<file path="config.mk">
export PLATFORM = sky130hd
export DESIGN_NAME = track_box_association_memory
export DESIGN_NICKNAME = d
export VERILOG_FILES = /design/src/rtl/tbam_pkg.sv /design/src/rtl/tbam_ram.sv /design/src/rtl/track_box_association_memory.sv
export SDC_FILE = /design/constraint.sdc
export NUM_CORES = 2
export LEC_CHECK = 0
export BUFFER_PORTS_ARGS = -buffer_cell sky130_fd_sc_hd__buf_2
export CAP_MARGIN = 25
export CORE_ASPECT_RATIO = 0.9
export CORE_MARGIN = 2
export CORE_UTILIZATION = 40
export DETAILED_ROUTE_END_ITERATION = 8
export PLACE_DENSITY = 0.59
export SLEW_MARGIN = 20
export SYNTH_ARGS = -nofsm -noshare
export SYNTH_HDL_FRONTEND = slang
export SYNTH_SLANG_ARGS = --single-unit
export TNS_END_PERCENT = 20
</file>
<file path="constraint.sdc">
create_clock -name clk_i -period 16.3 [get_ports clk_i]
set_clock_uncertainty 0.05 [all_clocks]
set_input_delay 0.815 -clock clk_i [delete_from_list [all_inputs] [get_ports clk_i]]
set_output_delay 0.815 -clock clk_i [all_outputs]
set_load 0.05 [all_outputs]
</file>
<file path="src/rtl/tbam_pkg.sv">
// ----------------------------------------------------------------------------
// tbam_pkg
// Shared types, widths and codes for the track/box association memory.
// ----------------------------------------------------------------------------
package tbam_pkg;

  // geometry and storage sizes
  localparam int COORD_BITS       = 12;
  localparam int TARGET_DEPTH     = 3;
  localparam int DISTRACTOR_DEPTH = 6;
  localparam int AREA_DEPTH       = 10;

  localparam int THR_W     = 9;
  localparam int AREA_W    = 2 * COORD_BITS;
  localparam int UNION_W   = AREA_W + 1;
  localparam int PROD_W    = UNION_W + THR_W;
  localparam int BOX_W     = 4 * COORD_BITS;
  localparam int REQ_W     = 2;
  localparam int STATUS_W  = 4;
  localparam int CFG_IDX_W = 2;

  // stream widths, padded to whole bytes
  localparam int S_TDATA_W = ((BOX_W + 1 + 7) / 8) * 8;
  localparam int M_TDATA_W = ((BOX_W + 3 + 7) / 8) * 8;

  // ring pointers and fill counts
  localparam int T_IW = (TARGET_DEPTH > 1) ? $clog2(TARGET_DEPTH) : 1;
  localparam int D_IW = (DISTRACTOR_DEPTH > 1) ? $clog2(DISTRACTOR_DEPTH) : 1;
  localparam int A_IW = (AREA_DEPTH > 1) ? $clog2(AREA_DEPTH) : 1;
  localparam int T_CW = $clog2(TARGET_DEPTH + 1);
  localparam int D_CW = $clog2(DISTRACTOR_DEPTH + 1);
  localparam int A_CW = $clog2(AREA_DEPTH + 1);

  // box with x in the lowest bits
  typedef struct packed {
    logic [COORD_BITS-1:0] h;
    logic [COORD_BITS-1:0] w;
    logic [COORD_BITS-1:0] y;
    logic [COORD_BITS-1:0] x;
  } box_t;

  typedef enum logic [REQ_W-1:0] {
    REQ_SELECT, REQ_DETECT, REQ_END, REQ_REPORT
  } req_e;

  typedef enum logic [STATUS_W-1:0] {
    ST_IGNORED, ST_PENDING, ST_EMPTY, ST_STARTED, ST_NO_MATCH, ST_REACQUIRED,
    ST_DISTRACTOR, ST_RECOVERED, ST_OCCLUDED, ST_LOST, ST_UPDATED
  } status_e;

  typedef enum logic [CFG_IDX_W-1:0] {
    CFG_SELECT_IOU, CFG_ACCEPT_IOU, CFG_DISTRACT_IOU, CFG_AREA_TOL
  } cfg_e;

  typedef enum logic [3:0] {
    TB_IDLE, TB_GEOM, TB_UNION, TB_MATCH, TB_BELOW, TB_MEDIAN, TB_SPREAD,
    TB_DIFF, TB_AREA, TB_RECOVER, TB_OUT
  } fsm_e;

endpackage

</file>
<file path="src/rtl/tbam_ram.sv">
// ----------------------------------------------------------------------------
// tbam_ram
// Generic single-write, single-read RAM with registered read data.
// ----------------------------------------------------------------------------
module tbam_ram #(
  parameter int WIDTH = 8,
  parameter int DEPTH = 4,
  parameter int AW    = (DEPTH > 1) ? $clog2(DEPTH) : 1
) (
  input  logic             clk_i,
  input  logic             we_i,
  input  logic [AW-1:0]    waddr_i,
  input  logic [WIDTH-1:0] wdata_i,
  input  logic [AW-1:0]    raddr_i,
  output logic [WIDTH-1:0] rdata_o
);

  logic [WIDTH-1:0] mem_q [DEPTH];
  logic [WIDTH-1:0] rdata_q;

  // write port
  always_ff @(posedge clk_i) begin
    if (we_i) begin
      mem_q[waddr_i] <= wdata_i;
    end
  end

  // registered read port
  always_ff @(posedge clk_i) begin
    rdata_q <= mem_q[raddr_i];
  end

  assign rdata_o = rdata_q;

endmodule

</file>
<file path="src/rtl/track_box_association_memory.sv">
// ----------------------------------------------------------------------------
// track_box_association_memory
// Target/distractor association for a box tracker: IoU gating, target and
// distractor rings in RAM, area history with median check, recovery.
// ----------------------------------------------------------------------------
// Path: selection, report, end mark and ignored items go straight to output;
//   recovery passes TB_RECOVER; detection passes TB_GEOM to TB_MATCH, and a
//   tracking miss TB_BELOW, then with stored areas TB_MEDIAN to TB_AREA.
// Throughput: one item at a time; the median pass over the area history
//   handles one stored area per cycle and is the longest path.
// Reset: flags, roi, counts and thresholds clear to their defaults at once;
//   ring contents are undefined and only ever read below their counts.
module track_box_association_memory
  import tbam_pkg::*;
(
  input  logic                 clk_i,
  input  logic                 rst_ni,
  // configuration
  input  logic                 cfg_we_i,
  input  logic [CFG_IDX_W-1:0] cfg_idx_i,
  input  logic [THR_W-1:0]     cfg_data_i,
  // requests
  input  logic                 s_axis_tvalid,
  output logic                 s_axis_tready,
  // box_x, box_y, box_w, box_h, tracker_ok, zero pad
  input  logic [S_TDATA_W-1:0] s_axis_tdata,
  // req_type
  input  logic [REQ_W-1:0]     s_axis_tuser,
  // results
  output logic                 m_axis_tvalid,
  input  logic                 m_axis_tready,
  // roi_x, roi_y, roi_w, roi_h, reinit_tracker, tracking, occluded, zero pad
  output logic [M_TDATA_W-1:0] m_axis_tdata,
  // status
  output logic [STATUS_W-1:0]  m_axis_tuser
);

  // control state
  fsm_e              state_q, state_d;
  logic              trk_q, trk_d, occl_q, occl_d, pend_q, pend_d, found_q, found_d;
  box_t              roi_q, roi_d;
  logic [T_CW-1:0]   tcnt_q, tcnt_d;
  logic [T_IW-1:0]   twp_q, twp_d;
  logic [D_CW-1:0]   dcnt_q, dcnt_d;
  logic [D_IW-1:0]   dwp_q, dwp_d;
  logic [A_CW-1:0]   acnt_q, acnt_d;
  logic [A_IW-1:0]   mj_q, mj_d;
  logic [THR_W-1:0]  sel_thr_q, acc_thr_q, dis_thr_q, tol_q;
  logic              out_valid_q, out_valid_d;
  status_e           res_status_q, res_status_d, out_status_q, out_status_d;
  logic              res_reinit_q, res_reinit_d;
  logic [BOX_W+2:0]  out_data_q, out_data_d;

  // payload
  box_t              box_q, box_d;
  logic [AREA_W-1:0] area_q [AREA_DEPTH];
  logic [AREA_W-1:0] area_d [AREA_DEPTH];
  logic [AREA_W-1:0] inter_q, inter_d, area_a_q, area_a_d, area_b_q, area_b_d;
  logic [AREA_W-1:0] lo_q, lo_d, hi_q, hi_d;
  logic [UNION_W-1:0] uni_q, uni_d, m2_q, m2_d, dif_q, dif_d;
  logic              below_q, below_d;

  // ram ports
  logic              t_we, d_we;
  box_t              t_rdata, d_rdata;
  logic [T_IW-1:0]   t_newest;
  logic [D_IW-1:0]   d_newest;

  // geometry and shared multiplier
  logic [COORD_BITS:0]   ax2, bx2, ay2, by2, x2, y2;
  logic [COORD_BITS-1:0] x1, y1, iw, ih;
  logic [THR_W-1:0]      mul_thr;
  logic [UNION_W-1:0]    mul_op;
  logic [PROD_W-1:0]     prod, lhs;
  logic [AREA_W-1:0]     cand;
  logic [A_CW-1:0]       rank, half;
  logic [UNION_W-1:0]    a2;
  box_t                  s_box, rec_box;
  req_e                  s_req;

  assign s_box    = s_axis_tdata[BOX_W-1:0];
  assign s_req    = req_e'(s_axis_tuser);
  assign t_newest = (twp_q == '0) ? T_IW'(TARGET_DEPTH - 1) : twp_q - 1'b1;
  assign d_newest = (dwp_q == '0) ? D_IW'(DISTRACTOR_DEPTH - 1) : dwp_q - 1'b1;

  tbam_ram #(.WIDTH(BOX_W), .DEPTH(TARGET_DEPTH)) u_target_ram (
    .clk_i   (clk_i),
    .we_i    (t_we),
    .waddr_i (twp_q),
    .wdata_i (box_q),
    .raddr_i (t_newest),
    .rdata_o (t_rdata)
  );

  tbam_ram #(.WIDTH(BOX_W), .DEPTH(DISTRACTOR_DEPTH)) u_distract_ram (
    .clk_i   (clk_i),
    .we_i    (d_we),
    .waddr_i (dwp_q),
    .wdata_i (box_q),
    .raddr_i (d_newest),
    .rdata_o (d_rdata)
  );

  // intersection extents of roi and the held box
  always_comb begin
    x1  = (roi_q.x > box_q.x) ? roi_q.x : box_q.x;
    y1  = (roi_q.y > box_q.y) ? roi_q.y : box_q.y;
    ax2 = {1'b0, roi_q.x} + {1'b0, roi_q.w};
    bx2 = {1'b0, box_q.x} + {1'b0, box_q.w};
    ay2 = {1'b0, roi_q.y} + {1'b0, roi_q.h};
    by2 = {1'b0, box_q.y} + {1'b0, box_q.h};
    x2  = (ax2 < bx2) ? ax2 : bx2;
    y2  = (ay2 < by2) ? ay2 : by2;
    iw  = (x2 > {1'b0, x1}) ? COORD_BITS'(x2 - {1'b0, x1}) : '0;
    ih  = (y2 > {1'b0, y1}) ? COORD_BITS'(y2 - {1'b0, y1}) : '0;
  end

  // one threshold multiplier shared by all ratio tests
  always_comb begin
    case (state_q)
      TB_MATCH: mul_thr = pend_q ? sel_thr_q : acc_thr_q;
      TB_BELOW: mul_thr = dis_thr_q;
      default:  mul_thr = tol_q;
    endcase
    mul_op = (state_q == TB_AREA) ? m2_q : uni_q;
    prod   = PROD_W'(mul_thr) * PROD_W'(mul_op);
    lhs    = PROD_W'({inter_q, 8'b0});
  end

  // stable rank of one stored area among the valid ones
  always_comb begin
    cand = area_q[mj_q];
    rank = '0;
    for (int i = 0; i < AREA_DEPTH; i++) begin
      if ((A_CW'(i) < acnt_q) &&
          ((area_q[i] < cand) || ((area_q[i] == cand) && (A_IW'(i) < mj_q)))) begin
        rank = rank + 1'b1;
      end
    end
    half = acnt_q >> 1;
    a2   = {area_b_q, 1'b0};
  end

  assign rec_box = (dcnt_q != '0) ? d_rdata : t_rdata;

  // next state and datapath
  always_comb begin
    state_d      = state_q;
    trk_d        = trk_q;
    occl_d       = occl_q;
    pend_d       = pend_q;
    found_d      = found_q;
    roi_d        = roi_q;
    tcnt_d       = tcnt_q;
    twp_d        = twp_q;
    dcnt_d       = dcnt_q;
    dwp_d        = dwp_q;
    acnt_d       = acnt_q;
    mj_d         = mj_q;
    res_status_d = res_status_q;
    res_reinit_d = res_reinit_q;
    out_valid_d  = out_valid_q;
    out_status_d = out_status_q;
    out_data_d   = out_data_q;
    box_d        = box_q;
    area_d       = area_q;
    inter_d      = inter_q;
    area_a_d     = area_a_q;
    area_b_d     = area_b_q;
    lo_d         = lo_q;
    hi_d         = hi_q;
    m2_d         = m2_q;
    dif_d        = dif_q;
    uni_d        = uni_q;
    below_d      = below_q;
    t_we         = 1'b0;
    d_we         = 1'b0;
    s_axis_tready = (state_q == TB_IDLE);

    if (out_valid_q && m_axis_tready) begin
      out_valid_d = 1'b0;
    end

    case (state_q)
      TB_IDLE: begin
        if (s_axis_tvalid) begin
          box_d        = s_box;
          res_status_d = ST_IGNORED;
          res_reinit_d = 1'b0;
          state_d      = TB_OUT;
          case (s_req)
            REQ_SELECT: begin
              roi_d = s_box;
              if (s_box.w == '0 || s_box.h == '0) begin
                pend_d       = 1'b0;
                res_status_d = ST_EMPTY;
              end else begin
                pend_d       = 1'b1;
                res_status_d = ST_PENDING;
              end
            end
            REQ_DETECT: begin
              if (!found_q && (pend_q || trk_q)) begin
                state_d = TB_GEOM;
              end
            end
            REQ_END: begin
              found_d = 1'b0;
              if (pend_q) begin
                pend_d       = 1'b0;
                res_status_d = ST_NO_MATCH;
              end else if (trk_q) begin
                if (found_q) begin
                  occl_d       = 1'b0;
                  res_status_d = ST_REACQUIRED;
                end else if (dcnt_q != '0 || tcnt_q != '0) begin
                  state_d = TB_RECOVER;
                end else begin
                  occl_d       = 1'b1;
                  res_status_d = ST_OCCLUDED;
                end
              end
            end
            default: begin
              if (trk_q) begin
                if (s_axis_tdata[BOX_W]) begin
                  roi_d        = s_box;
                  res_status_d = ST_UPDATED;
                end else begin
                  trk_d        = 1'b0;
                  occl_d       = 1'b1;
                  res_status_d = ST_LOST;
                end
              end
            end
          endcase
        end
      end

      // areas of roi, box and their overlap
      TB_GEOM: begin
        inter_d  = AREA_W'(iw) * AREA_W'(ih);
        area_a_d = AREA_W'(roi_q.w) * AREA_W'(roi_q.h);
        area_b_d = AREA_W'(box_q.w) * AREA_W'(box_q.h);
        state_d  = TB_UNION;
      end

      TB_UNION: begin
        uni_d   = {1'b0, area_a_q} + {1'b0, area_b_q} - {1'b0, inter_q};
        state_d = TB_MATCH;
      end

      // iou above the select or accept threshold
      TB_MATCH: begin
        if (inter_q != '0 && lhs > prod) begin
          roi_d        = box_q;
          t_we         = 1'b1;
          twp_d        = (twp_q == T_IW'(TARGET_DEPTH - 1)) ? '0 : twp_q + 1'b1;
          if (tcnt_q != T_CW'(TARGET_DEPTH)) begin
            tcnt_d = tcnt_q + 1'b1;
          end
          if (acnt_q == A_CW'(AREA_DEPTH)) begin
            for (int i = 0; i < AREA_DEPTH - 1; i++) begin
              area_d[i] = area_q[i + 1];
            end
            area_d[AREA_DEPTH-1] = area_b_q;
          end else begin
            area_d[acnt_q[A_IW-1:0]] = area_b_q;
            acnt_d = acnt_q + 1'b1;
          end
          found_d      = 1'b1;
          res_reinit_d = 1'b1;
          if (pend_q) begin
            trk_d        = 1'b1;
            occl_d       = 1'b0;
            pend_d       = 1'b0;
            res_status_d = ST_STARTED;
          end else begin
            res_status_d = ST_REACQUIRED;
          end
          state_d = TB_OUT;
        end else if (pend_q) begin
          res_status_d = ST_PENDING;
          state_d      = TB_OUT;
        end else begin
          state_d = TB_BELOW;
        end
      end

      // iou below the distractor threshold
      TB_BELOW: begin
        below_d = (inter_q == '0) ? (dis_thr_q != '0) : (lhs < prod);
        mj_d    = '0;
        if (acnt_q == '0) begin
          res_status_d = ST_NO_MATCH;
          state_d      = TB_OUT;
        end else begin
          state_d = TB_MEDIAN;
        end
      end

      // median by rank, one stored area per cycle
      TB_MEDIAN: begin
        if (rank == half) begin
          hi_d = cand;
        end
        if (!acnt_q[0] && (rank == half - 1'b1)) begin
          lo_d = cand;
        end
        mj_d = mj_q + 1'b1;
        if (A_CW'(mj_q) == acnt_q - 1'b1) begin
          state_d = TB_SPREAD;
        end
      end

      TB_SPREAD: begin
        m2_d    = acnt_q[0] ? {hi_q, 1'b0} : ({1'b0, lo_q} + {1'b0, hi_q});
        state_d = TB_DIFF;
      end

      TB_DIFF: begin
        dif_d   = (a2 > m2_q) ? (a2 - m2_q) : (m2_q - a2);
        state_d = TB_AREA;
      end

      // area tolerance against the median
      TB_AREA: begin
        if (m2_q != '0 && below_q && (PROD_W'({dif_q, 8'b0}) <= prod)) begin
          d_we         = 1'b1;
          dwp_d        = (dwp_q == D_IW'(DISTRACTOR_DEPTH - 1)) ? '0 : dwp_q + 1'b1;
          if (dcnt_q != D_CW'(DISTRACTOR_DEPTH)) begin
            dcnt_d = dcnt_q + 1'b1;
          end
          res_status_d = ST_DISTRACTOR;
        end else begin
          res_status_d = ST_NO_MATCH;
        end
        state_d = TB_OUT;
      end

      // newest distractor or target, from the registered ram read
      TB_RECOVER: begin
        if (rec_box.w != '0 && rec_box.h != '0) begin
          roi_d        = rec_box;
          occl_d       = 1'b0;
          res_reinit_d = 1'b1;
          res_status_d = ST_RECOVERED;
        end else begin
          occl_d       = 1'b1;
          res_status_d = ST_OCCLUDED;
        end
        state_d = TB_OUT;
      end

      TB_OUT: begin
        if (!out_valid_q || m_axis_tready) begin
          out_valid_d  = 1'b1;
          out_status_d = res_status_q;
          out_data_d   = {occl_q, trk_q, res_reinit_q, roi_q};
          state_d      = TB_IDLE;
        end
      end

      default: begin
        state_d = TB_IDLE;
      end
    endcase
  end

  // control registers
  always_ff @(posedge clk_i or negedge rst_ni) begin
    if (!rst_ni) begin
      state_q      <= TB_IDLE;
      trk_q        <= 1'b0;
      occl_q       <= 1'b0;
      pend_q       <= 1'b0;
      found_q      <= 1'b0;
      roi_q        <= '0;
      tcnt_q       <= '0;
      twp_q        <= '0;
      dcnt_q       <= '0;
      dwp_q        <= '0;
      acnt_q       <= '0;
      mj_q         <= '0;
      res_status_q <= ST_IGNORED;
      res_reinit_q <= 1'b0;
      out_valid_q  <= 1'b0;
      out_status_q <= ST_IGNORED;
    end else begin
      state_q      <= state_d;
      trk_q        <= trk_d;
      occl_q       <= occl_d;
      pend_q       <= pend_d;
      found_q      <= found_d;
      roi_q        <= roi_d;
      tcnt_q       <= tcnt_d;
      twp_q        <= twp_d;
      dcnt_q       <= dcnt_d;
      dwp_q        <= dwp_d;
      acnt_q       <= acnt_d;
      mj_q         <= mj_d;
      res_status_q <= res_status_d;
      res_reinit_q <= res_reinit_d;
      out_valid_q  <= out_valid_d;
      out_status_q <= out_status_d;
    end
  end

  // threshold registers
  always_ff @(posedge clk_i or negedge rst_ni) begin
    if (!rst_ni) begin
      sel_thr_q <= THR_W'(102);
      acc_thr_q <= THR_W'(102);
      dis_thr_q <= THR_W'(102);
      tol_q     <= THR_W'(230);
    end else if (cfg_we_i) begin
      case (cfg_e'(cfg_idx_i))
        CFG_SELECT_IOU:   sel_thr_q <= cfg_data_i;
        CFG_ACCEPT_IOU:   acc_thr_q <= cfg_data_i;
        CFG_DISTRACT_IOU: dis_thr_q <= cfg_data_i;
        default:          tol_q     <= cfg_data_i;
      endcase
    end
  end

  // payload registers
  always_ff @(posedge clk_i) begin
    box_q      <= box_d;
    area_q     <= area_d;
    inter_q    <= inter_d;
    area_a_q   <= area_a_d;
    area_b_q   <= area_b_d;
    lo_q       <= lo_d;
    hi_q       <= hi_d;
    m2_q       <= m2_d;
    dif_q      <= dif_d;
    uni_q      <= uni_d;
    below_q    <= below_d;
    out_data_q <= out_data_d;
  end

  assign m_axis_tvalid = out_valid_q;
  assign m_axis_tuser  = out_status_q;
  assign m_axis_tdata  = M_TDATA_W'(out_data_q);

  // checks
  a_cnt_bounds: assert property (@(posedge clk_i) disable iff (!rst_ni)
    (tcnt_q <= T_CW'(TARGET_DEPTH)) && (dcnt_q <= D_CW'(DISTRACTOR_DEPTH)) &&
    (acnt_q <= A_CW'(AREA_DEPTH)))
    else $error("ring count beyond depth");

  a_start_flags: assert property (@(posedge clk_i) disable iff (!rst_ni)
    (out_valid_q && out_status_q == ST_STARTED) |-> (out_data_q[BOX_W] &&
      out_data_q[BOX_W+1] && !out_data_q[BOX_W+2]))
    else $error("start result without reinit and tracking");

  a_lost_flags: assert property (@(posedge clk_i) disable iff (!rst_ni)
    (out_valid_q && out_status_q == ST_LOST) |-> (!out_data_q[BOX_W+1] &&
      out_data_q[BOX_W+2]))
    else $error("lost result still tracking");

  a_target_area: assert property (@(posedge clk_i) disable iff (!rst_ni)
    t_we |=> (acnt_q != '0) && (tcnt_q != '0))
    else $error("target push without area entry");

endmodule

</file>
Yosys cells after proc, flatten, opt, wreduce, memory -nomap -nowiden --
Memory sizes are Yosys's and may differ from the RTL's. A register that Yosys moved wholly into a read port is not among the register bits. Cells that the tools add are included.
Cells by class: reduce and logical (&&, ||, !) cells 91, div/mod/pow operators 0, bitwise gates (word level) 4, add/sub/neg operators 30, eq/ne operators 51, mux-type cells 113, $mul 4, shift operators 0, magnitude comparators 43
Operators by type and width (count):
- two-way mux 48 bit | 6
- bitwise mux 240 bit | 1
- equality test 24 bit | 10
- less-than comparator 24 bit | 10
- two-way mux 240 bit | 1
- case mux 48 bit (3 select lines) | 1
- two-way mux 4 bit | 26
- binary-select mux 24 bit (select 4 bit) | 1
- demux 24 bit (select 4 bit) | 1
- case mux 48 bit (2 select lines) | 1
- two-way mux 25 bit | 3
- multiplier 12 x 12 -> 24 bit | 3
- two-way mux 24 bit | 3
- adder 12 x 12 -> 13 bit | 4
- adder 24 x 24 -> 25 bit | 2
- subtractor 25 bit | 2
- two-way mux 12 bit | 4
- adder 4 x 1 -> 4 bit, second input constant | 11
- case mux 4 bit (10 select lines) | 1
- two-way mux 1 bit | 37
- greater-than comparator 32 x 34 -> 1 bit | 1
- less-or-equal comparator 33 x 34 -> 1 bit | 1
- less-than comparator 32 x 34 -> 1 bit | 1
- multiplier 9 x 25 -> 34 bit | 1
- other kinds (68) | 204
Storage, ports and cells: ROM bits 0, latch bits 0, output and inout bits 62, register bits after elaboration 655, memories kept 2, word-level logic and storage cells 386, RAM bits 432, bits of input ports 74
Memories:
- u_distract_ram.mem_q | depth 6, width 48, rd ports 1, clocked after Yosys merged registers in 1, wr ports 1, RTL line tbam_ram.sv:18 | logic [WIDTH-1:0] mem_q [DEPTH];
- u_target_ram.mem_q | depth 3, width 48, rd ports 1, clocked after Yosys merged registers in 1, wr ports 1, RTL line tbam_ram.sv:18

Longest topological paths before layout --
depth after elaboration 30, depth in mapped cells 59, mapped depth without buffers 56

Hierarchy --
A second synthesis with hierarchy kept.
Unflattened totals: cells, all modules 7536, area total of the unflattened synthesis 83914.2 µm²
Modules (own cells, without submodules):
- track_box_association_memory | cells each 6562, area each 65482.8 µm², seq. area each 19089.6 µm², times used 1
- tbam_ram at u_distract_ram | cells each 619, area each 12082.8 µm², seq. area each 9609.2 µm², times used 1
- tbam_ram at u_target_ram | cells each 355, area each 6348.6 µm², seq. area each 5285.1 µm², times used 1

Least setup slack after synthesis --
OpenSTA, ideal clock, no wires.
kind register to register, start register state_q[2], end memory u_distract_ram.mem_q[2][0] (netlist bit), enable pin, buffers on the path 3, required time 15.727 ns, arrival 11.731 ns, slack 3.996 ns, setup time 0.523 ns, stages on the path, launching flop included 33, period minus slack after synthesis 12.304 ns, path through dfrtp_1 > clkbuf_1 > nand2b_1 > or2_2 > clkbuf_1 > nor2_1 > a221o_1 > clkbuf_1 > nand2_1 > fa_1 > inv_1 > fa_1 > inv_1 > fa_1 > inv_1 > fa_1 > ha_1 > or4_1 > a21oi_1 > a21oi_1 > a31oi_1 > o21ai_1 > a311oi_1 > o21ai_0 > a21o_1 > a21oi_1 > xor2_1 > ha_1 > o21a_1 > o32a_1 > a31oi_1 > nand2_1 > nor3b_1
Between the ends: cells in the longest elaborated chain, start to end 9, elaborated cells on any way between the ends 12, those cells by class 1 x mul; 1 x order compare; 3 x eq/ne; 6 x mux; 1 x reduce/logical
Ends and longest elaborated chain:
- from (decl) | RTL line track_box_association_memory.sv:39 | fsm_e state_q, state_d;
- from (signal assigned) | RTL line track_box_association_memory.sv:390 | state_q <= state_d;
- equality test 4 x 3 -> 1 bit, or another cell as far along | RTL line track_box_association_memory.sv:120 | case (state_q)
- case mux 9 bit (2 select lines) / two-way mux 25 bit (equally long branches) | RTL line track_box_association_memory.sv:120, track_box_association_memory.sv:125
- multiplier 9 x 25 -> 34 bit | RTL line track_box_association_memory.sv:126 | prod = PROD_W'(mul_thr) * PROD_W'(mul_op);
- less-or-equal comparator 33 x 34 -> 1 bit | RTL line track_box_association_memory.sv:328 | if (m2_q != '0 && below_q && (PROD_W'({dif_q, 8'b0}) <= prod)) begin
- logical AND 1 bit | RTL line track_box_association_memory.sv:328
- two-way mux 1 bit | RTL line track_box_association_memory.sv:328
- two-way mux 1 bit (*) | RTL line track_box_association_memory.sv:184 | case (state_q)
- two-way mux 1 bit (*) | RTL line tbam_ram.sv:23 | if (we_i) begin
- two-way mux 1 bit (implied by the code) (*) | RTL line tbam_ram.sv:24 | mem_q[waddr_i] <= wdata_i;
- to (decl) | RTL line tbam_ram.sv:18
Mark *: on every way between the ends. The rest lies on a longest branch, timed or not.

Worst setup path after layout --
start register box_q[25] (netlist bit), end register inter_q[23], data pin
Between the ends: cells in the longest elaborated chain, start to end 6, elaborated cells on any way between the ends 7, those cells by class 2 x add/sub; 1 x mul; 2 x order compare; 2 x mux
Ends and longest elaborated chain:
- from (decl) | RTL line track_box_association_memory.sv:55 | box_t box_q, box_d;
- from (signal assigned) | RTL line track_box_association_memory.sv:428 | box_q <= box_d;
- adder 12 x 12 -> 13 bit (*) | RTL line track_box_association_memory.sv:109 | bx2 = {1'b0, box_q.x} + {1'b0, box_q.w};
- less-than comparator 13 bit | RTL line track_box_association_memory.sv:112 | x2 = (ax2 < bx2) ? ax2 : bx2;
- two-way mux 13 bit (*) | RTL line track_box_association_memory.sv:112
- subtractor 12 bit / greater-than comparator 13 x 12 -> 1 bit (equally long branches) | RTL line track_box_association_memory.sv:114 | iw = (x2 > {1'b0, x1}) ? COORD_BITS'(x2 - {1'b0, x1}) : '0;
- two-way mux 12 bit (*) | RTL line track_box_association_memory.sv:114
- multiplier 12 x 12 -> 24 bit (*) | RTL line track_box_association_memory.sv:242 | inter_d = AREA_W'(iw) * AREA_W'(ih);
- to (signal assigned) | RTL line track_box_association_memory.sv:430 | inter_q <= inter_d;
- to (decl) | RTL line track_box_association_memory.sv:58 | logic [AREA_W-1:0] inter_q, inter_d, area_a_q, area_a_d, area_b_q, area_b_d;
Marked as above. A chain may end at the register's enable or synchronous reset.

==> summary.txt <==
Global routing
  – Final global-route overflow total: 0
  – Via count of the first global-routing pass: 58600
  – Global-route wire length before repair: 377000 um
  – Initial antenna violation count: 5
  – Pin count of the biggest net entering global routing: 128
  – Total GRT Usage: 23.5%

Timing
  – Setup repair after global routing missed its margin: false
  – Achievable clock frequency: 0.0741 GHz
  – Tightest slew margin relative to the limit: 26.0%
  – Count of pins over their slew limit: 0
  – Final setup TNS: 0 ns
  – Minimum clock period: 13.49 ns
  – Final count of hold timing violations: 0
  – Part of the cycle the worst path needs: 82.8%
  – Number of setup violations in the final report: 0
  – Worst Tran Pin Value: 1.10 ns

Logic synthesis
  – Number of warnings issued by yosys: 0
  – Dominant cells by area after synthesis: edfxtp_1 (35%), fa_1 (12%), ha_1 (12%), inv_1 (3.7%), mux2i_1 (3.3%)
  – Count of distinct cell types in the synthesized netlist: 95
  – Share of synthesized flip-flops with an asynchronous set or reset: 10.1%
  – Area of the mapped netlist: 0.0836 sq mm
  – Number of synthesized flops with an enable pin: 967
  – Cell type with the highest aggregate area in the netlist: edfxtp_1
  – Avg Inst Size Synth: 11.2 sq um
  – Area share of the largest cell type after synthesis: 34.8%
  – Proportion of synthesized chip area in sequential cells: 40.7%
  – Post-synthesis sequential element count: 1183
  – Number of instances in the synthesized netlist: 7441
  – Flip-flop cell with the highest count after synthesis: edfxtp_1

Worst setup path
  – Capturing element type of the critical path: flop
  – Type of element launching the critical path: flop
  – Crit-path max cell delay: 1.02 ns
  – Number of cells traversed by the worst register-to-register path: 53
  – Worst R2R Start: box_q[25]$_DFFE_PP_
  – Slowest stage cell, crit path: edfxtp_1
  – Most used cell, CP: a21oi_1
  – RR Endpoint: inter_q[23]$_DFFE_PP_
  – R2R setup slack: 2.81 ns
  – Class of the most critical setup path: reg -> reg
  – Critical path data required time: 16.87 ns
  – Peak fanout along the critical path: 65
  – Arr. time, crit path: 14.06 ns

Die
  – Initial Util: 40.2%
  – Placeable core region: 0.208 sq mm
  – Die W: 486 um
  – Placement row count: 159
  – Full die area: 0.213 sq mm
  – Die height: 438 um
  – I/O Pins: 136

Clock tree
  – Clock input transition at the sequential cells of the worst setup and hold paths: 0.06 ns
  – TritonCTS clock tree: yes
  – Root Driver: clkbuf_16
  – Cts bufs inserted: 137
  – H-tree depth reported by CTS: 4
  – Worst-skew pair later-pin latency: 0.84 ns
  – Number of instances resized during post-cts repair: 0
  – Hold bufs inserted after CTS: 0
  – Number of buffers inserted to repair setup after CTS: 0
  – Total number of clock tree sinks: 1183
  – Number of buffers between clock root and the deepest sink: 3

Route
  – Total number of vias: 58600
  – Detailed router's first-iteration violation count: 5371
  – Number of nets with antenna violations after detailed routing: 0
  – DR pass1 iterations: 6
  – Wire length after detailed routing: 253000 um
  – Wirelength per Cell: 24.4 um
  – DRC Markers: 0
  – Via-to-Cell Ratio: 5.65

Layout
  – Syn-to-layout area delta: 10.5%
  – Layout cells sized above 1: 10.4%
  – Final-stage net count: 8866

Placed design
  – Number of port buffers: 123
  – Gpl congestion: 0.908
  – Post-DP HPWL: 182000 um

Job
  – Max-Cap Viols: 0

Outcome
  – Result of the run: complete, no violations

Hold path
  – Type of the most critical hold path: in -> async
## metrics by stage
stage / instance area (sq um) / util (%) / setup WS [ns] / cells / hold slack, ns
after floorplan: 83600 / - / 4.00 / 7445 / 0.373
after global placement: 87600 / 42.1 / 3.10 / 10100 / 0.415
after global routing: 92300 / 44.4 / 1.69 / 10400 / 0.0488
final: 92300 / 44.4 / 2.81 / 10400 / 0.0180
after detailed placement: 87600 / 42.1 / 2.94 / 10100 / 0.413
after CTS: 92200 / 44.3 / 2.88 / 10400 / 0.00797
## metal layers
metal | up-vias | track usage, % | share of wire, % | routed length [um]
met5 | - | 0 | 0.011 | 27
met4 | 4 | 9.01 | 4.1 | 10500
met3 | 410 | 3.99 | 7.1 | 17900
met2 | 2175 | 37.7 | 46 | 116000
met1 | 29500 | 31.9 | 43 | 109000
li1 | 26600 | - | - | -
## worst max path at each step
stage / cells after the start / endpoint / startpoint
global placement: 49 / inter_q[23]$_DFFE_PP_ / roi_q[36]$_DFFE_PN0P_
detailed placement: 52 / inter_q[23]$_DFFE_PP_ / box_q[25]$_DFFE_PP_
finish: 53 / inter_q[23]$_DFFE_PP_ / box_q[25]$_DFFE_PP_
floorplan: 32 / u_distract_ram.mem_q[2][0]$_DFFE_PP_ / state_q[2]$_DFFE_PN0P_
CTS: 52 / inter_q[23]$_DFFE_PP_ / box_q[25]$_DFFE_PP_
global route: 53 / inter_q[23]$_DFFE_PP_ / box_q[25]$_DFFE_PP_
## layout by cell type, fill, tap and decap left out, types with 125 or more instances in the layout
cell type / count
nand3_1: 150
a22o_1: 164
clkbuf_16: 142
nor2_1: 291
xnor2_1: 146
ha_1: 777
a21oi_1: 318
and2_1: 136
mux2i_1: 271
inv_1: 830
nand2_1: 662
buf_4: 125
edfxtp_1: 967
fa_1: 495
o21ai_0: 366
a21o_1: 137
## layout make-up
| cell class | count | area, sq um |
|---|---|---|
| diodes | 2 | 5.00 |
| clock buffers | 188 | 3830 |
| clock inverters | 68 | 734 |
| fillers | 19200 | 116000 |
| inverters | 833 | 3130 |
| multi-input cells | 5102 | 45500 |
| flip-flops and latches | 1183 | 34000 |
| well taps | 2737 | 3420 |
| repair buffers | 260 | 1750 |
## Yosys cell counts, types with 103 or more instances
library cell	count
edfxtp_1	967
inv_1	831
ha_1	780
nand2_1	663
fa_1	495
o21ai_0	366
a21oi_1	323
nor2_1	301
clkbuf_1	277
mux2i_1	272
a22o_1	164
nand3_1	151
xnor2_1	146
and2_1	143
a21o_1	137
mux2_2	123
dfrtp_1	103
## state kept, by name, indices dropped and copies added, names as in the netlist, 24 cells and up
| register | cells |
|---|---|
| area_b_q | 24 |
| inter_q | 24 |
| u_target_ram.mem_q | 144 |
| uni_q | 25 |
| lo_q | 24 |
| u_target_ram.rdata_o | 48 |
| dif_q | 25 |
| area_q | 240 |
| box_q | 48 |
| out_data_q | 51 |
| u_distract_ram.rdata_o | 48 |
| roi_q | 48 |
| u_distract_ram.mem_q | 288 |
| hi_q | 24 |
| m2_q | 25 |
| area_a_q | 24 |
## kinds of logic (layout without fill, tap and decap cells)
family	Yosys count	in the layout	share of synthesized area, %
and+or+nand+nor	1711	1711	9.73
xor gates and xnor gates	217	217	2.32
AOI/OAI and AO/OA	1402	1402	11.0
adders and majority gates	1275	1275	23.5
other	1	7	0.00449
buffers and inverters	1160	1349	5.25
DFF	1183	1183	40.7
muxes	492	492	7.52
## worst max-delay path: cells and delay by family (launching register included)
kind | cells | cell delay, ns
AO/OA/AOI/OAI | 30 | 6.03
adder cells (fa/ha/maj) | 9 | 3.85
buffers and inverters | 8 | 1.40
flip-flops | 1 | 1.02
AND/OR/NAND/NOR | 4 | 0.50
XOR/XNOR | 1 | 0.20
multiplexers | 1 | 0.17
Power is not shown: default switching activity piles up to over one toggle a cycle in this logic, so the estimate is an artifact.
